[src/hdl/lps_pkg.sv]
// Shared types, constants and helper functions for the line pixel stepper.
// No dependencies; every other file in hdl/ imports this package.
`default_nettype none

package lps_pkg;

   localparam int COORD_BITS  = 12;
   localparam int OFFSET_BITS = 12;
   localparam int BPP_BITS    = 4;
   localparam int PITCH_BITS  = 16;
   localparam int ADDR_BITS   = 30;
   localparam int COLOUR_BITS = 8;

   localparam int CSR_INDEX_BITS = 3;
   localparam int CSR_DATA_BITS  = 16;

   // coordinate plus offset, one carry bit
   localparam int SUM_BITS    = ((COORD_BITS > OFFSET_BITS) ? COORD_BITS : OFFSET_BITS) + 1;
   localparam int PROD_X_BITS = SUM_BITS + BPP_BITS;
   localparam int PROD_Y_BITS = SUM_BITS + PITCH_BITS;

   localparam logic CMD_START = 1'b0;
   localparam logic CMD_STEP  = 1'b1;

   localparam logic [CSR_INDEX_BITS-1:0] CSR_X_OFFSET        = 3'd0;
   localparam logic [CSR_INDEX_BITS-1:0] CSR_Y_OFFSET        = 3'd1;
   localparam logic [CSR_INDEX_BITS-1:0] CSR_BYTES_PER_PIXEL = 3'd2;
   localparam logic [CSR_INDEX_BITS-1:0] CSR_ROW_PITCH       = 3'd3;
   localparam logic [CSR_INDEX_BITS-1:0] CSR_COLOURFUL_MODE  = 3'd4;

   localparam logic [COLOUR_BITS-1:0] COLOUR_WHITE = 8'hFF;

   typedef struct packed {
      logic                  cmd;
      logic [COORD_BITS-1:0] x_start;
      logic [COORD_BITS-1:0] y_start;
      logic [COORD_BITS-1:0] x_end;
      logic [COORD_BITS-1:0] y_end;
   } req_type;

   typedef struct packed {
      logic [ADDR_BITS-1:0]   pixel_address;
      logic [COLOUR_BITS-1:0] blue;
      logic [COLOUR_BITS-1:0] green;
      logic [COLOUR_BITS-1:0] red;
      logic                   last_pixel;
   } rsp_type;

   typedef struct packed {
      logic [OFFSET_BITS-1:0] x_offset;
      logic [OFFSET_BITS-1:0] y_offset;
      logic [BPP_BITS-1:0]    bytes_per_pixel;
      logic [PITCH_BITS-1:0]  row_pitch;
      logic                   colourful_mode;
   } cfg_type;

   localparam cfg_type CFG_RESET = '{
      x_offset:        '0,
      y_offset:        '0,
      bytes_per_pixel: 4'd4,
      row_pitch:       16'd4096,
      colourful_mode:  1'b0
   };

   typedef struct packed {
      logic [COORD_BITS-1:0] x;
      logic [COORD_BITS-1:0] y;
      logic                  last;
   } pixel_type;

   typedef struct packed {
      logic full;
      logic empty;
   } queue_status_type;

   // v mod 255: fold the bytes twice, then map 255 onto 0
   function automatic logic [COLOUR_BITS-1:0] mod255(input logic [COORD_BITS-1:0] v);
      logic [15:0] w;
      logic [8:0]  s;
      logic [7:0]  t;
      w = 16'(v);
      s = 9'(w[15:8]) + 9'(w[7:0]);
      t = s[7:0] + 8'(s[8]);
      return (t == 8'hFF) ? 8'h00 : t;
   endfunction

endpackage

`default_nettype wire

[src/hdl/lps_front.sv]
// Front end: accepts start/step beats and runs the Bresenham stepping state.
// Pushes one pixel coordinate beat into the queue per productive item. Uses lps_pkg.
`default_nettype none

module lps_front (
   input  wire logic                     clock,
   input  wire logic                     reset,
   input  wire logic                     req_valid,
   output logic                          req_ready,
   input  wire lps_pkg::req_type         req_payload,
   input  wire lps_pkg::queue_status_type queue_status,
   output logic                          push,
   output lps_pkg::pixel_type            push_pixel
);
   import lps_pkg::*;

   typedef struct packed {
      logic                  active;
      logic [COORD_BITS-1:0] cur_x;
      logic [COORD_BITS-1:0] cur_y;
      logic [COORD_BITS-1:0] major_end;
      logic [COORD_BITS:0]   major_delta;
      logic [COORD_BITS:0]   minor_delta;
      logic signed [COORD_BITS+1:0] error_acc;
      logic                  steep;
      logic                  y_down;
   } bres_state_type;

   bres_state_type state_ff, state_in;

   logic                  fire, is_start, swap;
   logic [COORD_BITS-1:0] x0, y0, x1, y1, dx, dy;
   logic                  start_y_down, start_steep, start_last;
   logic signed [COORD_BITS+1:0] err_sum, err_next;
   logic signed [COORD_BITS+2:0] err_twice, major_ext;
   logic                  minor_move;
   logic [COORD_BITS-1:0] x_inc, y_stepped, nx, ny;
   logic                  step_last;

   assign req_ready = !queue_status.full;
   assign fire      = req_valid && req_ready;
   assign is_start  = (req_payload.cmd == CMD_START);

   // start: order endpoints so x rises, then classify
   always_comb begin
      swap         = req_payload.x_start > req_payload.x_end;
      x0           = swap ? req_payload.x_end   : req_payload.x_start;
      y0           = swap ? req_payload.y_end   : req_payload.y_start;
      x1           = swap ? req_payload.x_start : req_payload.x_end;
      y1           = swap ? req_payload.y_start : req_payload.y_end;
      dx           = x1 - x0;
      start_y_down = y1 < y0;
      dy           = start_y_down ? (y0 - y1) : (y1 - y0);
      start_steep  = dy > dx;
      start_last   = (x0 == x1) && (y0 == y1);
   end

   // step: advance the major axis, move the minor one on error overflow
   always_comb begin
      err_sum    = state_ff.error_acc + $signed({1'b0, state_ff.minor_delta});
      err_twice  = {err_sum, 1'b0};
      major_ext  = $signed({2'b00, state_ff.major_delta});
      minor_move = err_twice >= major_ext;
      err_next   = minor_move ? (err_sum - $signed({1'b0, state_ff.major_delta})) : err_sum;
      x_inc      = state_ff.cur_x + COORD_BITS'(1);
      y_stepped  = state_ff.y_down ? (state_ff.cur_y - COORD_BITS'(1))
                                   : (state_ff.cur_y + COORD_BITS'(1));
      if (state_ff.steep) begin
         nx        = minor_move ? x_inc : state_ff.cur_x;
         ny        = y_stepped;
         step_last = (ny == state_ff.major_end);
      end else begin
         nx        = x_inc;
         ny        = minor_move ? y_stepped : state_ff.cur_y;
         step_last = (nx == state_ff.major_end);
      end
   end

   always_comb begin
      state_in = state_ff;
      push     = fire && (is_start || state_ff.active);
      if (is_start) begin
         push_pixel = '{x: x0, y: y0, last: start_last};
      end else begin
         push_pixel = '{x: nx, y: ny, last: step_last};
      end
      if (fire && is_start) begin
         state_in.active      = !start_last;
         state_in.cur_x       = x0;
         state_in.cur_y       = y0;
         state_in.major_end   = start_steep ? y1 : x1;
         state_in.major_delta = start_steep ? {1'b0, dy} : {1'b0, dx};
         state_in.minor_delta = start_steep ? {1'b0, dx} : {1'b0, dy};
         state_in.error_acc   = '0;
         state_in.steep       = start_steep;
         state_in.y_down      = start_y_down;
      end else if (fire && state_ff.active) begin
         state_in.active    = !step_last;
         state_in.cur_x     = nx;
         state_in.cur_y     = ny;
         state_in.error_acc = err_next;
      end
   end

   always_ff @(posedge clock) begin
      if (reset) begin
         state_ff <= '0;
      end else begin
         state_ff <= state_in;
      end
   end

   a_last_ends_line: assert property (@(posedge clock) disable iff (reset)
      (push && push_pixel.last) |=> !state_ff.active)
      else $error("line still active after its final pixel");

   a_idle_step_silent: assert property (@(posedge clock) disable iff (reset)
      (fire && !is_start && !state_ff.active) |-> !push)
      else $error("step while idle produced a pixel");

   a_error_bounded: assert property (@(posedge clock) disable iff (reset)
      state_ff.active |-> (state_ff.error_acc <= $signed({1'b0, state_ff.major_delta})))
      else $error("error term above major delta");

endmodule

`default_nettype wire

[src/hdl/lps_queue.sv]
// Short pixel queue between the stepping front end and the address back end.
// Small register file with head read; depends on lps_pkg.
`default_nettype none

module lps_queue #(
   parameter int DEPTH = 4
) (
   input  wire logic                      clock,
   input  wire logic                      reset,
   input  wire logic                      push,
   input  wire lps_pkg::pixel_type        push_pixel,
   input  wire logic                      pop,
   output lps_pkg::pixel_type             head_pixel,
   output lps_pkg::queue_status_type      status
);
   import lps_pkg::*;

   localparam int PTR_BITS = (DEPTH > 1) ? $clog2(DEPTH) : 1;
   localparam int CNT_BITS = $clog2(DEPTH + 1);

   pixel_type             entry_ff [DEPTH];
   logic [PTR_BITS-1:0]   wr_ptr_ff, wr_ptr_in, rd_ptr_ff, rd_ptr_in;
   logic [CNT_BITS-1:0]   count_ff, count_in;

   assign head_pixel   = entry_ff[rd_ptr_ff];
   assign status.full  = (count_ff == CNT_BITS'(DEPTH));
   assign status.empty = (count_ff == '0);

   always_comb begin
      wr_ptr_in = wr_ptr_ff;
      rd_ptr_in = rd_ptr_ff;
      count_in  = count_ff;
      if (push) begin
         wr_ptr_in = (wr_ptr_ff == PTR_BITS'(DEPTH - 1)) ? '0 : wr_ptr_ff + PTR_BITS'(1);
      end
      if (pop) begin
         rd_ptr_in = (rd_ptr_ff == PTR_BITS'(DEPTH - 1)) ? '0 : rd_ptr_ff + PTR_BITS'(1);
      end
      case ({push, pop})
         2'b10:   count_in = count_ff + CNT_BITS'(1);
         2'b01:   count_in = count_ff - CNT_BITS'(1);
         default: count_in = count_ff;
      endcase
   end

   always_ff @(posedge clock) begin
      if (reset) begin
         wr_ptr_ff <= '0;
         rd_ptr_ff <= '0;
         count_ff  <= '0;
      end else begin
         wr_ptr_ff <= wr_ptr_in;
         rd_ptr_ff <= rd_ptr_in;
         count_ff  <= count_in;
      end
   end

   always_ff @(posedge clock) begin
      if (push) begin
         entry_ff[wr_ptr_ff] <= push_pixel;
      end
   end

   a_no_overflow: assert property (@(posedge clock) disable iff (reset)
      push |-> !status.full)
      else $error("push into a full queue");

   a_no_underflow: assert property (@(posedge clock) disable iff (reset)
      pop |-> !status.empty)
      else $error("pop from an empty queue");

   a_count_tracks: assert property (@(posedge clock) disable iff (reset)
      (push && !pop) |=> (count_ff == CNT_BITS'($past(count_ff) + CNT_BITS'(1))))
      else $error("queue count lost a push");

endmodule

`default_nettype wire

[src/hdl/lps_back.sv]
// Back end: turns queued pixel coordinates into byte address and colour.
// Three stalling register stages ending in the response register; uses lps_pkg.
`default_nettype none

module lps_back (
   input  wire logic                      clock,
   input  wire logic                      reset,
   input  wire lps_pkg::cfg_type          cfg,
   input  wire lps_pkg::queue_status_type queue_status,
   input  wire lps_pkg::pixel_type        head_pixel,
   output logic                           pop,
   output logic                           rsp_valid,
   input  wire logic                      rsp_ready,
   output lps_pkg::rsp_type               rsp_payload
);
   import lps_pkg::*;

   typedef struct packed {
      logic [SUM_BITS-1:0]   x_sum;
      logic [SUM_BITS-1:0]   y_sum;
      logic [COORD_BITS-1:0] abs_diff;
      logic                  diff_neg;
      logic [COORD_BITS-1:0] x;
      logic [COORD_BITS-1:0] y;
      logic                  last;
   } sum_stage_type;

   typedef struct packed {
      logic [PROD_X_BITS-1:0] prod_x;
      logic [PROD_Y_BITS-1:0] prod_y;
      logic [COLOUR_BITS-1:0] blue;
      logic [COLOUR_BITS-1:0] green;
      logic [COLOUR_BITS-1:0] red;
      logic                   last;
   } prod_stage_type;

   logic           s1_valid_ff, s2_valid_ff, rsp_valid_ff;
   logic           s1_en, s2_en, s3_en;
   sum_stage_type  s1_ff, s1_in;
   prod_stage_type s2_ff, s2_in;
   rsp_type        rsp_ff, rsp_in;
   logic [COLOUR_BITS-1:0] diff_mod;

   // each stage loads when empty or when the stage after it moves
   assign s3_en = !rsp_valid_ff || rsp_ready;
   assign s2_en = !s2_valid_ff || s3_en;
   assign s1_en = !s1_valid_ff || s2_en;
   assign pop   = !queue_status.empty && s1_en;

   assign rsp_valid   = rsp_valid_ff;
   assign rsp_payload = rsp_ff;

   always_comb begin
      s1_in.x_sum    = SUM_BITS'(head_pixel.x) + SUM_BITS'(cfg.x_offset);
      s1_in.y_sum    = SUM_BITS'(head_pixel.y) + SUM_BITS'(cfg.y_offset);
      s1_in.diff_neg = head_pixel.y < head_pixel.x;
      s1_in.abs_diff = s1_in.diff_neg ? (head_pixel.x - head_pixel.y)
                                      : (head_pixel.y - head_pixel.x);
      s1_in.x        = head_pixel.x;
      s1_in.y        = head_pixel.y;
      s1_in.last     = head_pixel.last;
   end

   // truncating remainder keeps the sign of y - x: negate the magnitude's residue
   always_comb begin
      diff_mod     = mod255(s1_ff.abs_diff);
      s2_in.prod_x = PROD_X_BITS'(s1_ff.x_sum) * PROD_X_BITS'(cfg.bytes_per_pixel);
      s2_in.prod_y = PROD_Y_BITS'(s1_ff.y_sum) * PROD_Y_BITS'(cfg.row_pitch);
      s2_in.blue   = mod255(s1_ff.x);
      s2_in.green  = mod255(s1_ff.y);
      s2_in.red    = s1_ff.diff_neg ? (COLOUR_BITS'(0) - diff_mod) : diff_mod;
      s2_in.last   = s1_ff.last;
   end

   always_comb begin
      rsp_in.pixel_address = ADDR_BITS'(s2_ff.prod_x) + ADDR_BITS'(s2_ff.prod_y);
      rsp_in.blue          = cfg.colourful_mode ? s2_ff.blue  : COLOUR_WHITE;
      rsp_in.green         = cfg.colourful_mode ? s2_ff.green : COLOUR_WHITE;
      rsp_in.red           = cfg.colourful_mode ? s2_ff.red   : COLOUR_WHITE;
      rsp_in.last_pixel    = s2_ff.last;
   end

   always_ff @(posedge clock) begin
      if (reset) begin
         s1_valid_ff  <= 1'b0;
         s2_valid_ff  <= 1'b0;
         rsp_valid_ff <= 1'b0;
      end else begin
         if (s1_en) begin
            s1_valid_ff <= !queue_status.empty;
         end
         if (s2_en) begin
            s2_valid_ff <= s1_valid_ff;
         end
         if (s3_en) begin
            rsp_valid_ff <= s2_valid_ff;
         end
      end
   end

   always_ff @(posedge clock) begin
      if (s1_en) begin
         s1_ff <= s1_in;
      end
      if (s2_en) begin
         s2_ff <= s2_in;
      end
      if (s3_en) begin
         rsp_ff <= rsp_in;
      end
   end

endmodule

`default_nettype wire

[src/hdl/line_pixel_stepper.sv]
// Line pixel stepper: Bresenham rasteriser, one pixel beat per start item and per step item of an active line.
// An accepted item's pixel is registered in the queue, then in the back-end sum, product and response stages.
// Throughput: one item per cycle while the queue is not full; the stepping state update (add, compare) sets it.
// A four-entry queue lets the front keep accepting while the response side stalls.
// Reset is synchronous, active high: clears line state, queue and stages, and loads
// register defaults (offsets 0, 4 bytes per pixel, pitch 4096, white colour).
`default_nettype none

module line_pixel_stepper #(
   parameter int QUEUE_DEPTH = 4
) (
   input  wire logic                                 clock,
   input  wire logic                                 reset,
   input  wire logic                                 req_valid,
   output logic                                      req_ready,
   input  wire lps_pkg::req_type                     req_payload,
   output logic                                      rsp_valid,
   input  wire logic                                 rsp_ready,
   output lps_pkg::rsp_type                          rsp_payload,
   input  wire logic                                 csr_write_enable,
   input  wire logic [lps_pkg::CSR_INDEX_BITS-1:0]   csr_index,
   input  wire logic [lps_pkg::CSR_DATA_BITS-1:0]    csr_write_data
);
   import lps_pkg::*;

   cfg_type          cfg_ff, cfg_in;
   logic             push, pop;
   pixel_type        push_pixel, head_pixel;
   queue_status_type queue_status;

   always_comb begin
      cfg_in = cfg_ff;
      if (csr_write_enable) begin
         case (csr_index)
            CSR_X_OFFSET:        cfg_in.x_offset        = csr_write_data[OFFSET_BITS-1:0];
            CSR_Y_OFFSET:        cfg_in.y_offset        = csr_write_data[OFFSET_BITS-1:0];
            CSR_BYTES_PER_PIXEL: cfg_in.bytes_per_pixel = csr_write_data[BPP_BITS-1:0];
            CSR_ROW_PITCH:       cfg_in.row_pitch       = csr_write_data[PITCH_BITS-1:0];
            CSR_COLOURFUL_MODE:  cfg_in.colourful_mode  = csr_write_data[0];
            default:             cfg_in = cfg_ff;
         endcase
      end
   end

   always_ff @(posedge clock) begin
      if (reset) begin
         cfg_ff <= CFG_RESET;
      end else begin
         cfg_ff <= cfg_in;
      end
   end

   lps_front u_front (
      .clock        (clock),
      .reset        (reset),
      .req_valid    (req_valid),
      .req_ready    (req_ready),
      .req_payload  (req_payload),
      .queue_status (queue_status),
      .push         (push),
      .push_pixel   (push_pixel)
   );

   lps_queue #(
      .DEPTH (QUEUE_DEPTH)
   ) u_queue (
      .clock      (clock),
      .reset      (reset),
      .push       (push),
      .push_pixel (push_pixel),
      .pop        (pop),
      .head_pixel (head_pixel),
      .status     (queue_status)
   );

   lps_back u_back (
      .clock        (clock),
      .reset        (reset),
      .cfg          (cfg_ff),
      .queue_status (queue_status),
      .head_pixel   (head_pixel),
      .pop          (pop),
      .rsp_valid    (rsp_valid),
      .rsp_ready    (rsp_ready),
      .rsp_payload  (rsp_payload)
   );

   a_start_queues_pixel: assert property (@(posedge clock) disable iff (reset)
      (req_valid && req_ready && req_payload.cmd == CMD_START) |=> !queue_status.empty)
      else $error("start beat left no pixel in the queue");

   a_ready_when_room: assert property (@(posedge clock) disable iff (reset)
      !queue_status.full |-> req_ready)
      else $error("front stalled with queue room");

   a_empty_no_response: assert property (@(posedge clock) disable iff (reset)
      $past(reset) |-> !rsp_valid)
      else $error("response valid straight after reset");

endmodule

`default_nettype wire
[config.mk]
export PLATFORM = sky130hd
export DESIGN_NAME = line_pixel_stepper
export DESIGN_NICKNAME = d
export VERILOG_FILES = /design/src/hdl/lps_pkg.sv /design/src/hdl/lps_front.sv /design/src/hdl/lps_queue.sv /design/src/hdl/lps_back.sv /design/src/hdl/line_pixel_stepper.sv
export SDC_FILE = /design/constraint.sdc
export NUM_CORES = 2
export LEC_CHECK = 0
export BUFFER_PORTS_ARGS = -buffer_cell sky130_fd_sc_hd__buf_2
export CAP_MARGIN = 10
export CELL_PAD_IN_SITES_DETAIL_PLACEMENT = 0
export CELL_PAD_IN_SITES_GLOBAL_PLACEMENT = 1
export CORE_UTILIZATION = 50
export CTS_CLUSTER_SIZE = 28
export DETAILED_ROUTE_END_ITERATION = 16
export GPL_TIMING_DRIVEN = 0
export PLACE_DENSITY = 0.88
export SLEW_MARGIN = 20
export SYNTH_ARGS = -nofsm -noshare
export SYNTH_HDL_FRONTEND = slang
export SYNTH_SLANG_ARGS = --single-unit
[constraint.sdc]
create_clock -name clock -period 13.93 [get_ports clock]
set_input_delay 0 -clock clock [delete_from_list [all_inputs] [get_ports clock]]
set_output_delay 0 -clock clock [all_outputs]
set_load 0.1 [all_outputs]
## Word-level counts from Yosys, hierarchy flattened

Memory sizes are Yosys's and may differ from the RTL's. A register that Yosys moved wholly into a read port is not among the register bits.
Index checks and enable logic that the tools add are counted.

| word-level totals | value |
|---|---|
| register bits after elaboration | 324 |
| RAM bits | 100 |
| input bits | 73 |
| output and inout port bits | 57 |
| memories | 1 |

Memory list:

| memory | depth | width | read ports | clocked after memory_dff | write ports | line | source |
|---|---|---|---|---|---|---|---|
| u_queue.entry_ff | 4 | 25 | 1 | 1 | 1 | lps_queue.sv:21 | `pixel_type entry_ff [DEPTH];` |

| operators by class | value |
|---|---|
| add/sub/neg operators | 24 |
| multiply operators | 2 |
| magnitude comparators | 5 |
| equality and inequality tests | 16 |
| muxes and demuxes | 28 |
| bitwise logic cells | 1 |
| reduce and logical (&&, ||, !) cells | 27 |

Operators by type and width:

| operator | number |
|---|---|
| 12-bit two-way mux | 14 |
| 25-bit two-way mux | 3 |
| 12-bit subtractor | 5 |
| 12-bit equality test | 4 |
| 17-bit by 29-bit adder with 30-bit output | 1 |
| 13-bit by 16-bit multiplier with 29-bit output | 1 |
| 4-bit by 8-bit adder with 9-bit output | 3 |
| 12-bit by 12-bit adder with 13-bit output | 2 |
| 12-bit by 1-bit adder with 12-bit output (second input constant) | 2 |
| 8-bit by 1-bit adder with 8-bit output | 3 |
| 8-bit equality test (second input constant) | 3 |
| 12-bit > comparator | 2 |
| 12-bit less-than comparator | 2 |
| 13-bit by 4-bit multiplier with 17-bit output | 1 |
| 8-bit two-way mux | 2 |
| 15-bit by 14-bit >= comparator with 1-bit output | 1 |
| 14-bit adder | 1 |
| 14-bit two-way mux | 1 |
| 14-bit subtractor | 1 |
| 12-bit by 1-bit subtractor with 12-bit output (second input constant) | 1 |
| 2-bit AND reduction | 5 |
| 2-bit two-way mux | 4 |
| 1-bit by 8-bit subtractor with 8-bit output (first input constant) | 1 |
| 1-bit zero test | 7 |
| 16 further kinds | 33 |

## Longest topological paths before layout

| logic depth | value |
|---|---|
| word-level depth | 7 |
| gate-level depth with buffers | 36 |

## Cells and area by module

A second synthesis with hierarchy kept.

| unflattened totals | value |
|---|---|
| cells, all modules | 3519 |
| area, all modules | 34174.0 um^2 |

Modules (own cells, without submodules):

| module | instances | cells each | area each (um^2) | sequential area each (um^2) |
|---|---|---|---|---|
| lps_back | 1 | 1836 | 18635.4 | 5765.5 |
| lps_front | 1 | 1334 | 9591.7 | 1541.5 |
| lps_queue | 1 | 179 | 4098.9 | 3183.1 |
| line_pixel_stepper | 1 | 170 | 1848.0 | 900.9 |

## Worst setup path after synthesis

OpenSTA, ideal clock, no wires.

| timing | value |
|---|---|
| path kind | flip-flop to flip-flop |
| start point | reg u_back.s1_ff[50] (netlist name) |
| end point | reg u_back.s2_ff[50] (netlist name), data pin |
| setup time | 0.266 ns |
| arrival time | 5.967 ns |
| setup slack | 7.697 ns |
| cell stages (with the launch flop) | 24 |
| buffers on the path | 1 |
| period minus slack after synthesis | 6.233 ns |
| cells stage by stage | edfxtp_1 clkbuf_1 nand2_1 fa_1 fa_1 inv_1 fa_1 inv_1 fa_1 inv_1 fa_1 ha_1 a21o_1 a21o_1 a21oi_1 o21a_1 a311oi_1 o21a_1 o21a_1 o211a_1 o21a_1 o21a_1 o41ai_1 xnor2_1 |

RTL lines:

| item | line | source |
|---|---|---|
| start: declaration | lps_back.sv:39 | `sum_stage_type s1_ff, s1_in;` |
| start signal: assignment | lps_back.sv:103 | `s1_ff <= s1_in;` |
| end signal: assignment | lps_back.sv:106 | `s2_ff <= s2_in;` |
| end: declaration | lps_back.sv:40 | `prod_stage_type s2_ff, s2_in;` |

## Worst setup path in the final report

| timing | value |
|---|---|
| start point | in req_payload[41] (netlist name) |
| end point | reg u_front.state_ff[51] (netlist name) |

| on the way | value |
|---|---|
| word-level cells in the longest chain between the ends | 6 |

Ends and longest elaborated chain:

| item | line | source |
|---|---|---|
| start: declaration | line_pixel_stepper.sv:16 | `input wire lps_pkg::req_type req_payload,` |
| 12-bit > comparator | lps_front.sv:46 | `swap = req_payload.x_start > req_payload.x_end;` |
| 12-bit two-way mux, on equally long branches | lps_front.sv:50, lps_front.sv:48 |  |
| 12-bit subtractor or 12-bit less-than comparator (tied branches) | lps_front.sv:53, lps_front.sv:52 |  |
| 12-bit two-way mux | lps_front.sv:53 | `dy = start_y_down ? (y0 - y1) : (y1 - y0);` |
| 12-bit > comparator | lps_front.sv:54 | `start_steep = dy > dx;` |
| 12-bit two-way mux (*) | lps_front.sv:91 | `state_in.major_end = start_steep ? y1 : x1;` |
| end signal: assignment | lps_front.sv:109 | `state_ff <= state_in;` |
| end: declaration | lps_front.sv:29 | `bres_state_type state_ff, state_in;` |

Mark *: on every way between the ends. The rest lies on a longest branch, timed or not.
A chain may end at the register's enable or synchronous reset.

==> qor.yml <==
cap_violations: 0
placed_cells_incl_taps: 4427
die-height_um: 259
nNetsFinal: 4190
startpoint_type: "input port"
fin_hold_ws_ps: 43.1
vias: 25632
yosysWarnings: 0
grt_pass1_vias: 24906
multi_input_area_um2: 19700
synth_area_leaders: "edfxtp_1 (26%), fa_1 (11%), ha_1 (9.8%), dfxtp_1 (8.2%), nand2_1 (5.0%)"
reg2reg_to: "u_back.s2_ff[50]$_DFFE_PP_"
grt_pass1_wl_um: 136000
via_per_inst: 5.61
setup_viol: 0
cts_buffers: 47
syn_area_per_cell_um2: 9.55
crit_fanout: 10
synth_area_um2: 32900
slew_viol_final: 0
core-area_um2: 64700
fp.dieW_um: 259
place_congestion: 0.947
hold_violations: 0
slew_headroom_pct: 29.2
yosysTopAreaCellShare_pct: 26.5
clk_path_buf_depth: 3
synth_ff_type: "edfxtp_1"
die_area_um2: 66900
hold_class: "input port to flop"
cts_root_buffer: "clkbuf_16"
timing.fmax_ghz: 0.103
rr_worst_depth: 23
fillers: 5746
status: "complete, no violations"
syn_to_final_growth_pct: 12.0
grt.total_usage_pct: 25.8
async_flop_share_pct: 0
worstHoldEndpoint: "u_front.state_ff[45]$_SDFFE_PP0P_"
cp_common_cell: "clkbuf_1"
drive_above_1_share_pct: 7.82
max-vdd-ir-drop_mv: 0.124
htree_levels: 2
hold_path.startpoint: "req_payload[15]"
period_needed_ps: 9700
power.density_nw_per_um2: 183
yosys.area.top_type: "edfxtp_1"
portBuffers: 124
stdcell_count: 4566
antenna_found_initial: 0
p_leak_uw: 0.0158
critPathArrivalTime_ps: 10140
clkSinkCount: 424
synth_edf_count: 290
finalSetupTns_ps: 0
fp-row-count: 93
synth.distinct_cells: 95
max_stage_delay_ps: 940
dr.pass1.iters: 9
syn-num-nets: 3963
skew_ps: 25.5
drcViolationCount: 0
pin_count: 130
holdPathStages: 5
end_kind: "flop"
grt_max_degree: 58
worstMarginPinSlew_ps: 1050
layout.area.seq_um2: 11400
grt_remaining_overflow: 0
start_util_pct: 50.9
rsz0062_at_grt: "no"
routedWlPerCell_um: 18.8
ys_seq_area_share_pct: 34.6
clk_pin_slew_ps: 60
clk_latency_ps: 600
dp_hpwl_um: 67000
finalCritPeriodShare_pct: 69.7
cp.required_ps: 14360
ff2ff_setup_slack_ps: 6840
synth_seq_cells: 424
r2r-start: "u_back.s1_ff[50]$_DFFE_PN_"
drt_iter0_drc: 1855
cpMaxStageDelayCell: "a2111oi_1"
path_class: "input port to flop"
syn_inst: 3445
cts_tree: "done"
ant_nets: 0
routed_wl_um: 85900
## final cells by class
type,instances,share of cell area (%)
Clock inverter,28,0.927
Antenna cell,1,0.00679
Inverter,338,3.45
Timing Repair Buffer,178,3.29
Multi-Input combinational cell,2540,53.5
Clock buffer,59,3.48
Buffer,143,1.59
Tap cell,855,2.90
Sequential cell,424,30.9
## kinds of logic (layout without fill, tap and decap cells)
family	after synthesis	in the layout	synth area share [%]
AOI/OAI and AO/OA	655	655	12.7
DFF	424	424	34.6
and+or+nand+nor	1131	1131	16.3
muxes	106	106	4.21
buffers and inverters	481	746	5.63
other	0	1	0
adders and majority gates	452	452	21.4
xor gates and xnor gates	196	196	5.22
## where the power goes
part           internal [uW]  total, uW  switching [uW]
clock network            758       1300             538
registers               1800       1980             182
logic                   1280       3470            2180
## synthesized netlist by cell type, types with 7 or more instances
library cell	n
a211o_1	8
a211oi_1	37
a21boi_0	11
a21o_1	38
a21oi_1	224
a31oi_1	13
and2_1	112
and3_1	36
and4_1	7
buf_1	14
buf_2	8
clkbuf_1	116
dfxtp_1	134
edfxtp_1	290
fa_1	188
ha_1	257
inv_1	335
maj3_1	7
mux2i_1	74
mux4_2	25
nand2_1	438
nand2b_1	68
nand3_1	51
nand4_1	20
nor2_1	229
nor2b_1	51
nor3_1	64
nor4_1	8
o211ai_1	13
o21a_1	24
o21ai_0	125
o21ai_1	8
o21bai_1	18
o22ai_1	30
o31ai_1	17
or3_1	17
xnor2_1	139
xor2_1	57
## state kept, by name, indices dropped and copies added (netlist names), named ones only
signal and count:
cfg_ff 45, u_back.rsp_in 1, u_queue.entry_ff 100, u_back.s2_ff 70
u_queue.rd_ptr_ff 2, u_back.s1_ff 64, u_front.major_ext 12, u_front.state_ff 65
u_queue.count_ff 3, u_back.s2_valid_ff 1, u_back.s1_valid_ff 1, u_queue.wr_ptr_ff 2
u_back.rsp_payload 55, u_back.rsp_valid 1
## worst max path at each step
stage | start | endpoint | slack [ps] | cells after the start
3_3_place_gp | req_payload[17] | u_front.state_ff[20]$_SDFFE_PP0P_ | 4810 | 32
5_1_grt | req_payload[41] | u_front.state_ff[51]$_SDFFE_PP0P_ | 3800 | 35
4_1_cts | req_payload[41] | u_front.state_ff[51]$_SDFFE_PP0P_ | 4460 | 35
2_1_floorplan | u_back.s1_ff[50]$_DFFE_PN_ | u_back.s2_ff[50]$_DFFE_PP_ | 7700 | 23
6_report | req_payload[41] | u_front.state_ff[51]$_SDFFE_PP0P_ | 4230 | 35
3_5_place_dp | req_payload[19] | u_front.major_ext[10]$_SDFFE_PP0P_ | 5100 | 33
## what timing repair did
item / 4_1_cts / 5_1_grt
resized for setup: 0 / 0
hold buffers: 51 / 0
hold endpoints to repair: 78 / 0
setup buffers: 0 / 0
## per-stage QoR
| stage | util (%) | power, uW | worst slack, ps | area [um2] |
|---|---|---|---|---|
| floorplan | - | 4580 | 7700 | 32900 |
| global placement | 53.5 | 5370 | 4810 | 34600 |
| detailed placement | 53.7 | 5420 | 5100 | 34700 |
| CTS | 57.0 | 6770 | 4460 | 36900 |
| global route | 57.0 | 7210 | 3800 | 36900 |
| finish | 57.0 | 6750 | 4230 | 36900 |
## cell usage in the layout, fill, tap and decap left out, types with 8 or more instances in the layout
master / n
a211oi_1: 37
nand4_1: 20
nor4_1: 8
nand2b_1: 68
a211o_1: 8
nor2_1: 229
o21ai_0: 125
o21a_1: 24
nand2_1: 437
clkbuf_1: 123
inv_1: 334
buf_1: 14
o22ai_1: 30
fa_1: 188
clkinv_2: 8
o21ai_1: 8
nand3_1: 50
buf_2: 132
o21bai_1: 18
clkbuf_16: 48
ha_1: 257
dfxtp_1: 134
or3_1: 17
mux4_2: 25
a31oi_1: 13
mux2i_1: 74
a21boi_0: 11
and3_1: 36
xnor2_1: 139
a21oi_1: 224
edfxtp_1: 290
o211ai_1: 13
and2_1: 108
o31ai_1: 17
a21o_1: 38
nor3_1: 63
dlygate4sd3_1: 51
xor2_1: 57
nor2b_1: 51
## metal layers
metal | GRT usage (%) | up-vias | part of all wire, % | routed length, um
met3 | 3.20 | 179 | 5.7 | 4910
met4 | 11.1 | 0 | 4.4 | 3780
met5 | 0 | - | 0 | 0
li1 | - | 12353 | - | -
met2 | 43.5 | 820 | 48 | 40900
met1 | 33.3 | 12280 | 42 | 36300
## worst max-delay path: cells and delay by family
kind	cells	cell delay (ps)
compound gates	9	2820
fa+ha+maj	3	660
buf+inv	12	4570
mux	2	400
simple gates	9	1680
No activity file was read; power rests on OpenSTA's default activity.
